**src/hw/rtl/qrcm_pkg.sv**
```systemverilog
`timescale 1ns / 1ps
package qrcm_pkg;

  localparam int unsigned ADDR_W = 3;

  localparam logic REG_CARRIER_STEP = 1'b0;
  localparam logic REG_AMPLITUDE    = 1'b1;

  localparam logic [31:0] CARRIER_STEP_RST = 32'd536870912;
  localparam logic [15:0] AMPLITUDE_RST    = 16'd32768;

  localparam logic KIND_SYMBOL = 1'b0;
  localparam logic KIND_TICK   = 1'b1;

  // quarter-wave sine polynomial, Q30
  localparam logic [31:0] COEF1 = 32'd1686629713;
  localparam logic [31:0] COEF3 = 32'd693598668;
  localparam logic [31:0] COEF5 = 32'd85569306;
  localparam logic [31:0] COEF7 = 32'd5026995;
  localparam logic [31:0] COEF9 = 32'd172272;

  typedef struct packed {
    logic [31:0] carrier_step;
    logic [15:0] amplitude;
  } cfg_t;

  typedef struct packed {
    logic       valid;
    logic [1:0] quad;
  } slot_t;

endpackage

```
**src/hw/rtl/qrcm_cfg.sv**
```systemverilog
`timescale 1ns / 1ps
module qrcm_cfg
  import qrcm_pkg::*;
(
  input  logic              clk,
  input  logic              rst,
  input  logic              psel,
  input  logic              penable,
  input  logic              pwrite,
  input  logic [ADDR_W-1:0] paddr,
  input  logic [31:0]       pwdata,
  output logic [31:0]       prdata,
  output logic              pready,
  output cfg_t              cfg
);

  logic wr_en;
  logic reg_sel;

  assign wr_en   = psel && penable && pwrite;
  assign reg_sel = paddr[ADDR_W-1];
  assign pready  = 1'b1;

  always_ff @(posedge clk) begin
    if (rst) begin
      cfg.carrier_step <= CARRIER_STEP_RST;
      cfg.amplitude    <= AMPLITUDE_RST;
    end else if (wr_en) begin
      unique case (reg_sel)
        REG_CARRIER_STEP: cfg.carrier_step <= pwdata;
        REG_AMPLITUDE:    cfg.amplitude    <= pwdata[15:0];
        default: ;
      endcase
    end
  end

  always_comb begin
    unique case (reg_sel)
      REG_CARRIER_STEP: prdata = cfg.carrier_step;
      REG_AMPLITUDE:    prdata = {16'd0, cfg.amplitude};
      default:          prdata = '0;
    endcase
  end

endmodule
```
**config.mk**
```make
export PLATFORM = sky130hd
export DESIGN_NAME = qrcm_cfg
export DESIGN_NICKNAME = d
export VERILOG_FILES = /design/src/hw/rtl/qrcm_pkg.sv /design/src/hw/rtl/qrcm_cfg.sv
export SDC_FILE = /design/constraint.sdc
export NUM_CORES = 1
export LEC_CHECK = 0
export BUFFER_PORTS_ARGS = -buffer_cell sky130_fd_sc_hd__buf_2
export CORE_MARGIN = 5
export CORE_UTILIZATION = 49
export DETAILED_ROUTE_END_ITERATION = 8
export HOLD_SLACK_MARGIN = 0.1
export PLACE_DENSITY = 0.86
export SYNTH_ARGS = -nofsm -noshare
export SYNTH_HDL_FRONTEND = slang
export SYNTH_SLANG_ARGS = --single-unit
```
**constraint.sdc**
```tcl
create_clock -name clk -period 3.4 [get_ports clk]
set_clock_uncertainty 0.15 [all_clocks]
set_input_delay 0.68 -clock clk [delete_from_list [all_inputs] [get_ports clk]]
set_output_delay 0.68 -clock clk [all_outputs]
set_load 0.01 [all_outputs]
```
## After elaboration in Yosys (flattened, before gate mapping)

Index checks and enable logic that the tools add are counted.

| word-level totals | value |
|---|---|
| logic and storage cells | 8 |
| RAM bits | 0 |
| latch bits | 0 |
| ROM bits | 0 |
| memories | 0 |
| output and inout bits | 81 |
| flip-flop bits (word level) | 48 |
| bits of input ports | 40 |

| operators by class | value |
|---|---|
| reductions and logical operators | 4 |
| equality and inequality tests | 0 |
| divide/modulo/power cells | 0 |
| bitwise gates (word level) | 1 |
| $lt $le $gt $ge | 0 |
| muxes and demuxes | 1 |
| shift-type cells | 0 |
| multipliers | 0 |
| add/subtract/negate cells | 0 |

Operators with widths:

| operator | number |
|---|---|
| $pmux 32 s2 | 1 |
| $reduce_and 2->1 | 2 |
| $logic_and 1x1->1 | 2 |
| $not 1->1 | 1 |

## Logic depth before layout (Yosys ltp)

Gate-level depths: netlist (run 1).

| depth | value |
|---|---|
| depth in word-level cells | 3 |
| gate-level depth with buffers | 5 |
| gate-level depth less buffers | 2 |

## Worst setup path before layout (run 1)

No wires, ideal clock.

| timing | value |
|---|---|
| path kind | input-to-output |
| start | input paddr[2] |
| end | output prdata[10] |
| required time | 2.570 ns |
| stages on the path | 3 |
| arrival time | 1.348 ns |
| buffers on the path | 2 |
| path slack | 1.222 ns |
| cell sequence | buf_6 -> buf_2 -> mux2_2 |

| between the ends | value |
|---|---|
| longest elaborated chain between the ends | 2 |

RTL lines:

| item | line | source |
|---|---|---|
| start: declaration | qrcm_cfg.sv:10 | `input logic [ADDR_W-1:0] paddr,` |
| $not 1->1 | - |  |
| $pmux 32 s2 * | qrcm_cfg.sv:38 | `unique case (reg_sel)` |
| end: declaration | qrcm_cfg.sv:12 | `output logic [31:0] prdata,` |

Mark *: on every way between the ends. The rest lies on a longest branch, timed or not.

## Worst setup path after layout (run 1)

| timing | value |
|---|---|
| start | input paddr[2] |
| end | output prdata[15] |

Same word-level chain as after synthesis.

==> results.ini, run 1 <==
[placement]
placed_area_mm2 = 0.00294
portBuffers = 117
place_ws_ns = 0.793
dp_cells = 398
gp_congestion = 0.673
dpl.hpwl_um = 3740

[synth]
syn-cell-area_mm2 = 0.00238
yosys_warnings = 0
synth.most_common_cell = nand2b_1
synth_area_per_cell_um2 = 10.3
ys_top_cells_by_area = dfxtp_1 40%, nand2b_1 20%, mux2i_1 20%, mux2_2 7.6%, nor2b_1 4.2%
netlist_top_cells_count = 77 x nand2b_1, 48 x dfxtp_1, 48 x mux2i_1
synth_top_area_share_pct = 40.4
syn_inst = 231
synthFlopType = dfxtp_1
synth_edf_count = 0
yosysSeqAreaShare_pct = 40.4
synth_nets = 271
async_reset_ff_share_pct = 0
synth_seq_cells = 48
synth_cell_types = 14
yosysTopAreaCell = dfxtp_1

[clocking]
clockBufferDepth = 2
cts_buffers = 5
clk_pin_slew_ns = 0.08
cts-root-buf = clkbuf_8
clkLatencyLatePin_ns = 0.29
htreeDepth = 2
ctsHoldBuffers = 0
cts_resized = 0
clock-sinks = 48
cts_setup_buffers = 0
cts_tree = yes

[floorplan]
io_pins = 121
start_util_pct = 50.4
die_y_um = 79.7
fp.dieW_um = 79.7
core_mm2 = 0.00472
rows = 25
dieArea_mm2 = 0.00635

[critical_path]
critPathKind = primary input to primary output
cp_slowest_stage_delay_ns = 0.52
critPathTopFamily = buffers and inverters
slowest_stage = buf_2
r2r_cells = 2
critPathMaxFanout = 34
path_cells = buf_2, mux2_2, buf_2
cp.depth = 3
cp.buffers_inverters = 2
cp_common_cell = buf_2
critPathArrivalTime_ns = 1.75
worstSetupEndpointType = primary output
cp.required_ns = 2.57
cp-start-kind = primary input

[global_routing]
antenna_found_initial = 0
grt_usage_pct = 16.4
grt_max_degree = 82
grt-ovfl-total = 0
grt_pass1_wl_um = 8280
grt_pass1_vias = 1782

[status]
status = completed

[timing]
fin_ws_ns = 0.815
slew_violations = 0
slew_headroom_pct = 38.7
setup_viol = 0
tns_ns = 0
finalCritPeriodShare_pct = 76.0
min_period_ns = 2.58
tightest_slew_ns = 0.919
rsz0062_at_grt = no
finalHoldViolCount = 0
timing.fmax_mhz = 387

[route]
routedWlPerCell_um = 12.7
vias_per_cell = 4.63
drt.antenna.violating_nets = 0
vias = 1874
wl_um = 5140
first_iter_violations = 59
route.detailed.drc = 0
dr.pass1.iters = 4

[final_layout]
largest_register_ffs = 48
drive_above_1_share_pct = 42.6
nNetsFinal = 378
final_area_mm2 = 0.00302
stdcell_count = 405
reg_top3 = cfg (48)
n_fill_cell = 408
regMostFlops = cfg
area_growth_pct = 27.1
diodes = 0

[worst_hold_path]
hold_class = flop to flop
worstHoldPathCells = 2

[power]
leakage_nw = 1.52
p_sw_uw = 249
combPwrFrac_pct = 12.4
p_clk_share_pct = 31.0
swShare_pct = 24.2
pwr-share-seq_pct = 56.6
p_int_uw = 781
ir_worst_vdd_mv = 0.160
power_mw = 1.03
powerDensity_mw_per_mm2 = 341

[job]
max-cap-violations = 0

## per-layer routing
| metal | vias up | wire (µm) | GRT usage (%) |
|---|---|---|---|
| met2 | 74 | 2470 | 29.1 |
| met1 | 828 | 2150 | 19.2 |
| met3 | 8 | 445 | 4.18 |
| met4 | 0 | 63 | 5.15 |
| li1 | 964 | - | - |
| met5 | - | 0 | 0 |
## power groups by stage
stage | clock network (mW) | registers (mW) | logic (mW)
floorplan | 0 | 0.601 | 0.0788
global placement | 0 | 0.596 | 0.127
detailed placement | 0 | 0.596 | 0.130
CTS | 0.332 | 0.583 | 0.130
global route | 0.350 | 0.585 | 0.142
finish | 0.319 | 0.583 | 0.128
## cells in the final DEF (no fill, tap or decap), drive strengths merged
cell | Yosys | final
clkinv | 0 | 1
clkinvlp | 0 | 1
clkbuf | 10 | 5
mux2 | 16 | 16
conb | 1 | 1
buf | 9 | 119
dfxtp | 48 | 48
and4b | 1 | 1
nor2b | 16 | 16
nand4 | 1 | 1
nand2b | 77 | 77
nor2 | 4 | 4
mux2i | 48 | 48
## worst min-delay path, stage by stage (launching register included)
cell and delay, ns:
dfxtp_1 0.32, nand2b_1 0.06, mux2i_1 0.05
## stage by stage
step	hold WS (ns)	util, %
2_1_floorplan	0.350	-
3_3_place_gp	0.315	62.3
3_5_place_dp	0.324	62.3
4_1_cts	0.336	64.0
5_1_grt	0.360	64.0
6_report	0.332	64.0
## path summary, 6_finish.rpt
check | end | from | slack (ns)
setup reg to reg | cfg[3] | cfg[3] | 2.61
setup / recovery | prdata[15] | paddr[2] | 0.82
hold / removal | cfg[34] | cfg[34] | 0.33
hold reg to reg | cfg[34] | cfg[34] | 0.33
## layout make-up
cell class              count  area, µm²  area share [%]
clock buffers               5       68.8            2.28
clock inverters             2       12.5           0.414
multi-input cells         164       1280            42.5
flip-flops and latches     48        961            31.8
well taps                  67       83.8            2.77
repair buffers            119        613            20.3
## cell families after synthesis
| family | after synthesis | synth area share [%] |
|---|---|---|
| and+or+nand+nor | 99 | 26.0 |
| muxes | 64 | 27.8 |
| DFF | 48 | 40.4 |
| buffers and inverters | 19 | 5.63 |
| other | 1 | 0.158 |
Note: power is estimated with default switching activity, not from simulation.
==> inputs of run 2 (changes only) <==
--- a/config.mk
+++ b/config.mk
@@ -7,10 +7,10 @@
 export LEC_CHECK = 0
 export BUFFER_PORTS_ARGS = -buffer_cell sky130_fd_sc_hd__buf_2
 export CORE_MARGIN = 5
-export CORE_UTILIZATION = 49
+export CORE_UTILIZATION = 41
 export DETAILED_ROUTE_END_ITERATION = 8
 export HOLD_SLACK_MARGIN = 0.1
-export PLACE_DENSITY = 0.86
+export PLACE_DENSITY = 0.77
 export SYNTH_ARGS = -nofsm -noshare
 export SYNTH_HDL_FRONTEND = slang
 export SYNTH_SLANG_ARGS = --single-unit
==> constraint.sdc (replaced) <==
create_clock -name clk -period 2.1 [get_ports clk]
set_clock_uncertainty 0.15 [all_clocks]
set_input_delay 0.42 -clock clk [delete_from_list [all_inputs] [get_ports clk]]
set_output_delay 0.42 -clock clk [all_outputs]
set_load 0.01 [all_outputs]
==> results.ini, run 2 (synthesis results as in run 1) <==
[critical_path]
worstSetupEndpointType = primary output
worstSetupStartpoint = paddr[2]
crit-reg2reg-launch = cfg[7]
critPathMaxFanout = 34  ; unchanged
cp-start-kind = primary input
cp.required_ns = 1.53  ; -1.04 ns
reg2reg_slack_ns = 1.32  ; -1.29 ns
critPathKind = primary input to primary output
critPathArrivalTime_ns = 1.23  ; -0.52 ns

[route]
vias_per_cell = 4.62  ; -0.11%
dr.pass1.iters = 4  ; unchanged
vias = 1909  ; +1.9%
drt.antenna.violating_nets = 0  ; unchanged
first_iter_violations = 53  ; -10%
route.detailed.drc = 0  ; unchanged
routedWlPerCell_um = 12.5  ; -1.1%
wl_um = 5180  ; +0.82%

[timing]
rsz0062_at_grt = no
min_period_ns = 1.80
fin_ws_ns = 0.303  ; -0.513 ns
finalHoldViolCount = 0  ; unchanged
finalCritPeriodShare_pct = 85.6
whs_ns = 0.234  ; -0.0976 ns
tns_ns = 0  ; unchanged
timing.fmax_mhz = 556
slew_violations = 0  ; unchanged
setup_viol = 0  ; unchanged

[power]
leakage_nw = 1.55  ; +2.0%
power_mw = 1.71  ; +66%
ir_worst_vdd_mv = 0.301  ; +88%
powerDensity_mw_per_mm2 = 555  ; +63%

[placement]
placed_area_mm2 = 0.00299  ; +1.6%
place_ws_ns = 0.297  ; -0.496 ns
dpl.hpwl_um = 3790  ; +1.3%
gp_congestion = 0.666  ; -1.1%
portBuffers = 117  ; unchanged

[clocking]
cts-root-buf = clkbuf_8
cts_resized = 0  ; unchanged
clock-sinks = 48  ; unchanged
cts_buffers = 5  ; unchanged
clockBufferDepth = 2  ; unchanged
cts_setup_buffers = 0  ; unchanged
clkLatencyLatePin_ns = 0.29  ; about the same
htreeDepth = 2  ; unchanged
clk_pin_slew_ns = 0.08  ; about the same
cts_tree = yes
ctsHoldBuffers = 0  ; unchanged

[final_layout]
final_cell_mix = 117 x buf_2, 77 x nand2b_1, 48 x mux2i_1, 48 x dfxtp_1
layout_commonest_cell = buf_2
regMostFlops = cfg
n_fill_cell = 531  ; +30%
nNetsFinal = 380  ; +0.53%
largest_register_ffs = 48  ; unchanged
final_area_mm2 = 0.00308  ; +1.9%
area_growth_pct = 29.6
diodes = 0  ; unchanged
drive_above_1_share_pct = 43.1  ; +0.50 points
reg_top3 = cfg (48)

[floorplan]
dieArea_mm2 = 0.00742  ; +17%
io_pins = 121  ; unchanged
rows = 27  ; +8.0%
die_y_um = 86.2  ; +8.2%
core_mm2 = 0.00557  ; +18%
start_util_pct = 42.7  ; -7.7 points
fp.dieW_um = 86.2  ; +8.2%

[job]
max-cap-violations = 0  ; unchanged

[global_routing]
grt-ovfl-total = 0  ; unchanged
grt_pass1_wl_um = 8560  ; +3.4%
grt_pass1_vias = 1898  ; +6.5%
antenna_found_initial = 0  ; unchanged
grt_usage_pct = 13.9  ; -2.5 points
grt_max_degree = 82  ; unchanged

[status]
status = completed

[worst_hold_path]
hp-start = pwdata[30]
hold_class = primary input to flop

==> run 2: cell count changes in the layout (fill, tap and decap cells not counted), sizes merged <==
| cell | before | now |
|---|---|---|
| clkinv | 1 | 2 |
| clkbuf | 5 | 6 |
| clkinvlp | 1 | 0 |
| buf | 119 | 121 |
==> run 2: layout make-up <==
type	instances	area (µm²)	share of cell area, %
Tap cell	72	90.1	2.92
Sequential cell	48	961	31.2
Clock inverter	2	10.0	0.325
Multi-Input combinational cell	164	1280	41.7
Clock buffer	6	82.6	2.68
Timing Repair Buffer	121	653	21.2
==> run 2: worst paths after layout <==
path | to | cells after the start
max reg2reg | cfg[7] | 2
min | cfg[46] | 3
max | prdata[12] | 4
min reg2reg | cfg[40] | 2
==> run 2: where the power goes <==
part	switching (mW)	internal, mW	leakage (nW)	total [mW]
registers	0.0139	0.930	0.389	0.944
logic	0.100	0.115	1.11	0.216
clock network	0.290	0.263	0.0510	0.553
==> run 2: through the flow <==
| stage | util, % | std cells |
|---|---|---|
| 3_5_place_dp | 53.6 | 405 |
| 6_report | 55.3 | 413 |
| 5_1_grt | 55.3 | 413 |
| 4_1_cts | 55.3 | 413 |
| 3_3_place_gp | 53.6 | 405 |
| 2_1_floorplan | - | 231 |
==> run 2: worst max-delay path: stages <==
cell,delay (ns)
buf_2,0.10
buf_12,0.19
mux2_2,0.36
buf_2,0.14
==> run 2: layer usage <==
| metal | up-vias | GRT usage [%] | routed length [µm] |
|---|---|---|---|
| met1 | 865 | 16.4 | 2180 |
| met5 | - | 0 | 0 |
| li1 | 969 | - | - |
| met4 | 0 | 3.02 | 27 |
| met2 | 71 | 24.9 | 2510 |
| met3 | 4 | 4.03 | 460 |
==> inputs of run 3 (changes only) <==
--- a/config.mk
+++ b/config.mk
@@ -6,11 +6,13 @@
 export NUM_CORES = 1
 export LEC_CHECK = 0
 export BUFFER_PORTS_ARGS = -buffer_cell sky130_fd_sc_hd__buf_2
+export CELL_PAD_IN_SITES_DETAIL_PLACEMENT = 1
+export CELL_PAD_IN_SITES_GLOBAL_PLACEMENT = 2
 export CORE_MARGIN = 5
-export CORE_UTILIZATION = 41
+export CORE_UTILIZATION = 23
 export DETAILED_ROUTE_END_ITERATION = 8
 export HOLD_SLACK_MARGIN = 0.1
-export PLACE_DENSITY = 0.77
+export PLACE_DENSITY = 0.76
 export SYNTH_ARGS = -nofsm -noshare
 export SYNTH_HDL_FRONTEND = slang
 export SYNTH_SLANG_ARGS = --single-unit
==> results.ini, run 3 (synthesis results as in run 1) <==
[status]
status = completed

[floorplan]
dieArea_mm2 = 0.0125  ; +68%
core_mm2 = 0.0102  ; +83%
die_y_um = 112  ; +30%
io_pins = 121  ; unchanged
rows = 37  ; +37%
fp.dieW_um = 112  ; +30%
start_util_pct = 23.4  ; -19 points

[route]
routedWlPerCell_um = 13.3  ; +6.1%
dr.pass1.iters = 4  ; unchanged
drt.antenna.violating_nets = 0  ; unchanged
vias = 1962  ; +2.8%
first_iter_violations = 48  ; -9.4%
wl_um = 6340  ; +22%
vias_per_cell = 4.11  ; -11%
route.detailed.drc = 0  ; unchanged

[placement]
gp_congestion = 0.684  ; +2.7%
place_ws_ns = 0.277  ; -0.0200 ns
dpl.hpwl_um = 4450  ; +18%
placed_area_mm2 = 0.00307  ; +2.7%
portBuffers = 117  ; unchanged

[global_routing]
use_met2_pct = 16.8  ; -8.1 points
busiest_layer = met2
grt_util_met3_pct = 3.37  ; -0.67 points
grt_pass1_wl_um = 10500  ; +23%
antenna_found_initial = 0  ; unchanged
grt-ovfl-total = 0  ; unchanged
use_met1_pct = 12.6  ; -3.8 points
grt_max_degree = 82  ; unchanged
grt_usage_pct = 10.1  ; -3.9 points
grt_pass1_vias = 2043  ; +7.6%

[clocking]
cts_buffers = 5  ; unchanged
cts_setup_buffers = 0  ; unchanged
ctsHoldBuffers = 0  ; unchanged
clk_pin_slew_ns = 0.10  ; +0.02 ns
clkLatencyLatePin_ns = 0.29  ; about the same
cts-root-buf = clkbuf_8
clockBufferDepth = 2  ; unchanged
clock-sinks = 48  ; unchanged
cts_tree = yes
cts_resized = 0  ; unchanged
htreeDepth = 2  ; unchanged

[critical_path]
reg2reg_slack_ns = 1.32  ; about the same
critPathArrivalTime_ns = 1.24  ; about the same
critPathKind = primary input to primary output
cp_slowest_stage_delay_ns = 0.35  ; about the same
critPathMaxFanout = 34  ; unchanged
worstSetupStartpoint = paddr[2]
r2r_cells = 2  ; unchanged
slowest_stage = mux2_2
worstSetupEndpointType = primary output
cp.required_ns = 1.53  ; about the same
worst_r2r_endpoint = cfg[4]
cp_common_cell = buf_2
cp-start-kind = primary input
critPathTopFamily = buffers and inverters
crit-reg2reg-launch = cfg[4]
cp.buffers_inverters = 3  ; unchanged
path_cells = buf_2, buf_12, mux2_2, buf_2

[power]
powerDensity_mw_per_mm2 = 556  ; +0.17%
combPwrFrac_pct = 12.5  ; about the same
p_sw_uw = 449  ; +11%
swShare_pct = 25.5  ; +1.9 points
ir_worst_vdd_mv = 0.224  ; -25%
pwr-share-seq_pct = 53.6  ; -1.5 points
p_clk_share_pct = 33.9  ; +1.6 points
leakage_nw = 1.54  ; -0.48%
p_int_mw = 1.31  ; +0.36%

[final_layout]
layout_commonest_cell = buf_2
largest_register_ffs = 48  ; unchanged
final_area_mm2 = 0.00317  ; +2.8%
drive_above_1_share_pct = 43.1  ; unchanged
diodes = 0  ; unchanged
fin_util_pct = 31.1  ; -24 points
regMostFlops = cfg
final_cell_mix = 117 x buf_2, 77 x nand2b_1, 48 x mux2i_1, 48 x dfxtp_1
reg_top3 = cfg (48)
area_growth_pct = 33.1
nNetsFinal = 380  ; unchanged

[timing]
slew_violations = 0  ; unchanged
timing.fmax_mhz = 553  ; -0.59%
finalCritPeriodShare_pct = 86.1  ; +0.50 points
rsz0062_at_grt = no
finalHoldViolCount = 0  ; unchanged
fin_ws_ns = 0.292  ; -0.0106 ns
tns_ns = 0  ; unchanged
whs_ns = 0.223  ; -0.0115 ns
min_period_ns = 1.81  ; +0.0106 ns
setup_viol = 0  ; unchanged

[worst_hold_path]
whs_endpoint = cfg[34]
hp-start = pwdata[18]
hold_class = primary input to flop
worstHoldPathCells = 3  ; unchanged

[job]
max-cap-violations = 0  ; unchanged

-- run 3: changes by cell type in the layout (fill, tap and decap cells not counted), sizes merged --
cell	previous run	this run
clkinv	2	0
clkinvlp	0	2
-- run 3: how the worst max path moves through the flow --
stage,to,slack (ns),depth (start not counted)
after floorplan,prdata[10],0.44,3
after global placement,prdata[6],0.29,4
after detailed placement,prdata[6],0.28,4
after CTS,prdata[6],0.28,4
after global routing,prdata[3],0.25,4
final,prdata[14],0.29,4
-- run 3: cell type report --
| type | count | area (µm²) |
|---|---|---|
| Clock buffer | 6 | 82.6 |
| Clock inverter | 2 | 15.0 |
| Fill cell | 1227 | 7020 |
| Multi-Input combinational cell | 164 | 1280 |
| Sequential cell | 48 | 961 |
| Tap cell | 136 | 170 |
| Timing Repair Buffer | 121 | 653 |
-- run 3: worst min-delay path, stage by stage --
cell and delay [ns]:
buf_2 0.10, nand2b_1 0.06, mux2i_1 0.06
-- run 3: power groups by stage --
stage	clock network (mW)	registers [mW]	logic, mW
floorplan	0	0.973	0.128
global placement	0	0.965	0.221
detailed placement	0	0.966	0.226
CTS	0.642	0.945	0.227
global route	0.675	0.949	0.244
finish	0.597	0.945	0.220
-- run 3: per-stage QoR --
step	total power, mW	std cells
2_1_floorplan	1.10	231
3_3_place_gp	1.19	469
3_5_place_dp	1.19	469
4_1_cts	1.81	477
5_1_grt	1.87	477
6_report	1.76	477
-- run 3: routing by layer --
metal	share of wire, %	vias to the layer above
li1	-	969
met1	44	920
met2	47	71
met3	8.3	2
met4	0.43	0
met5	0	-
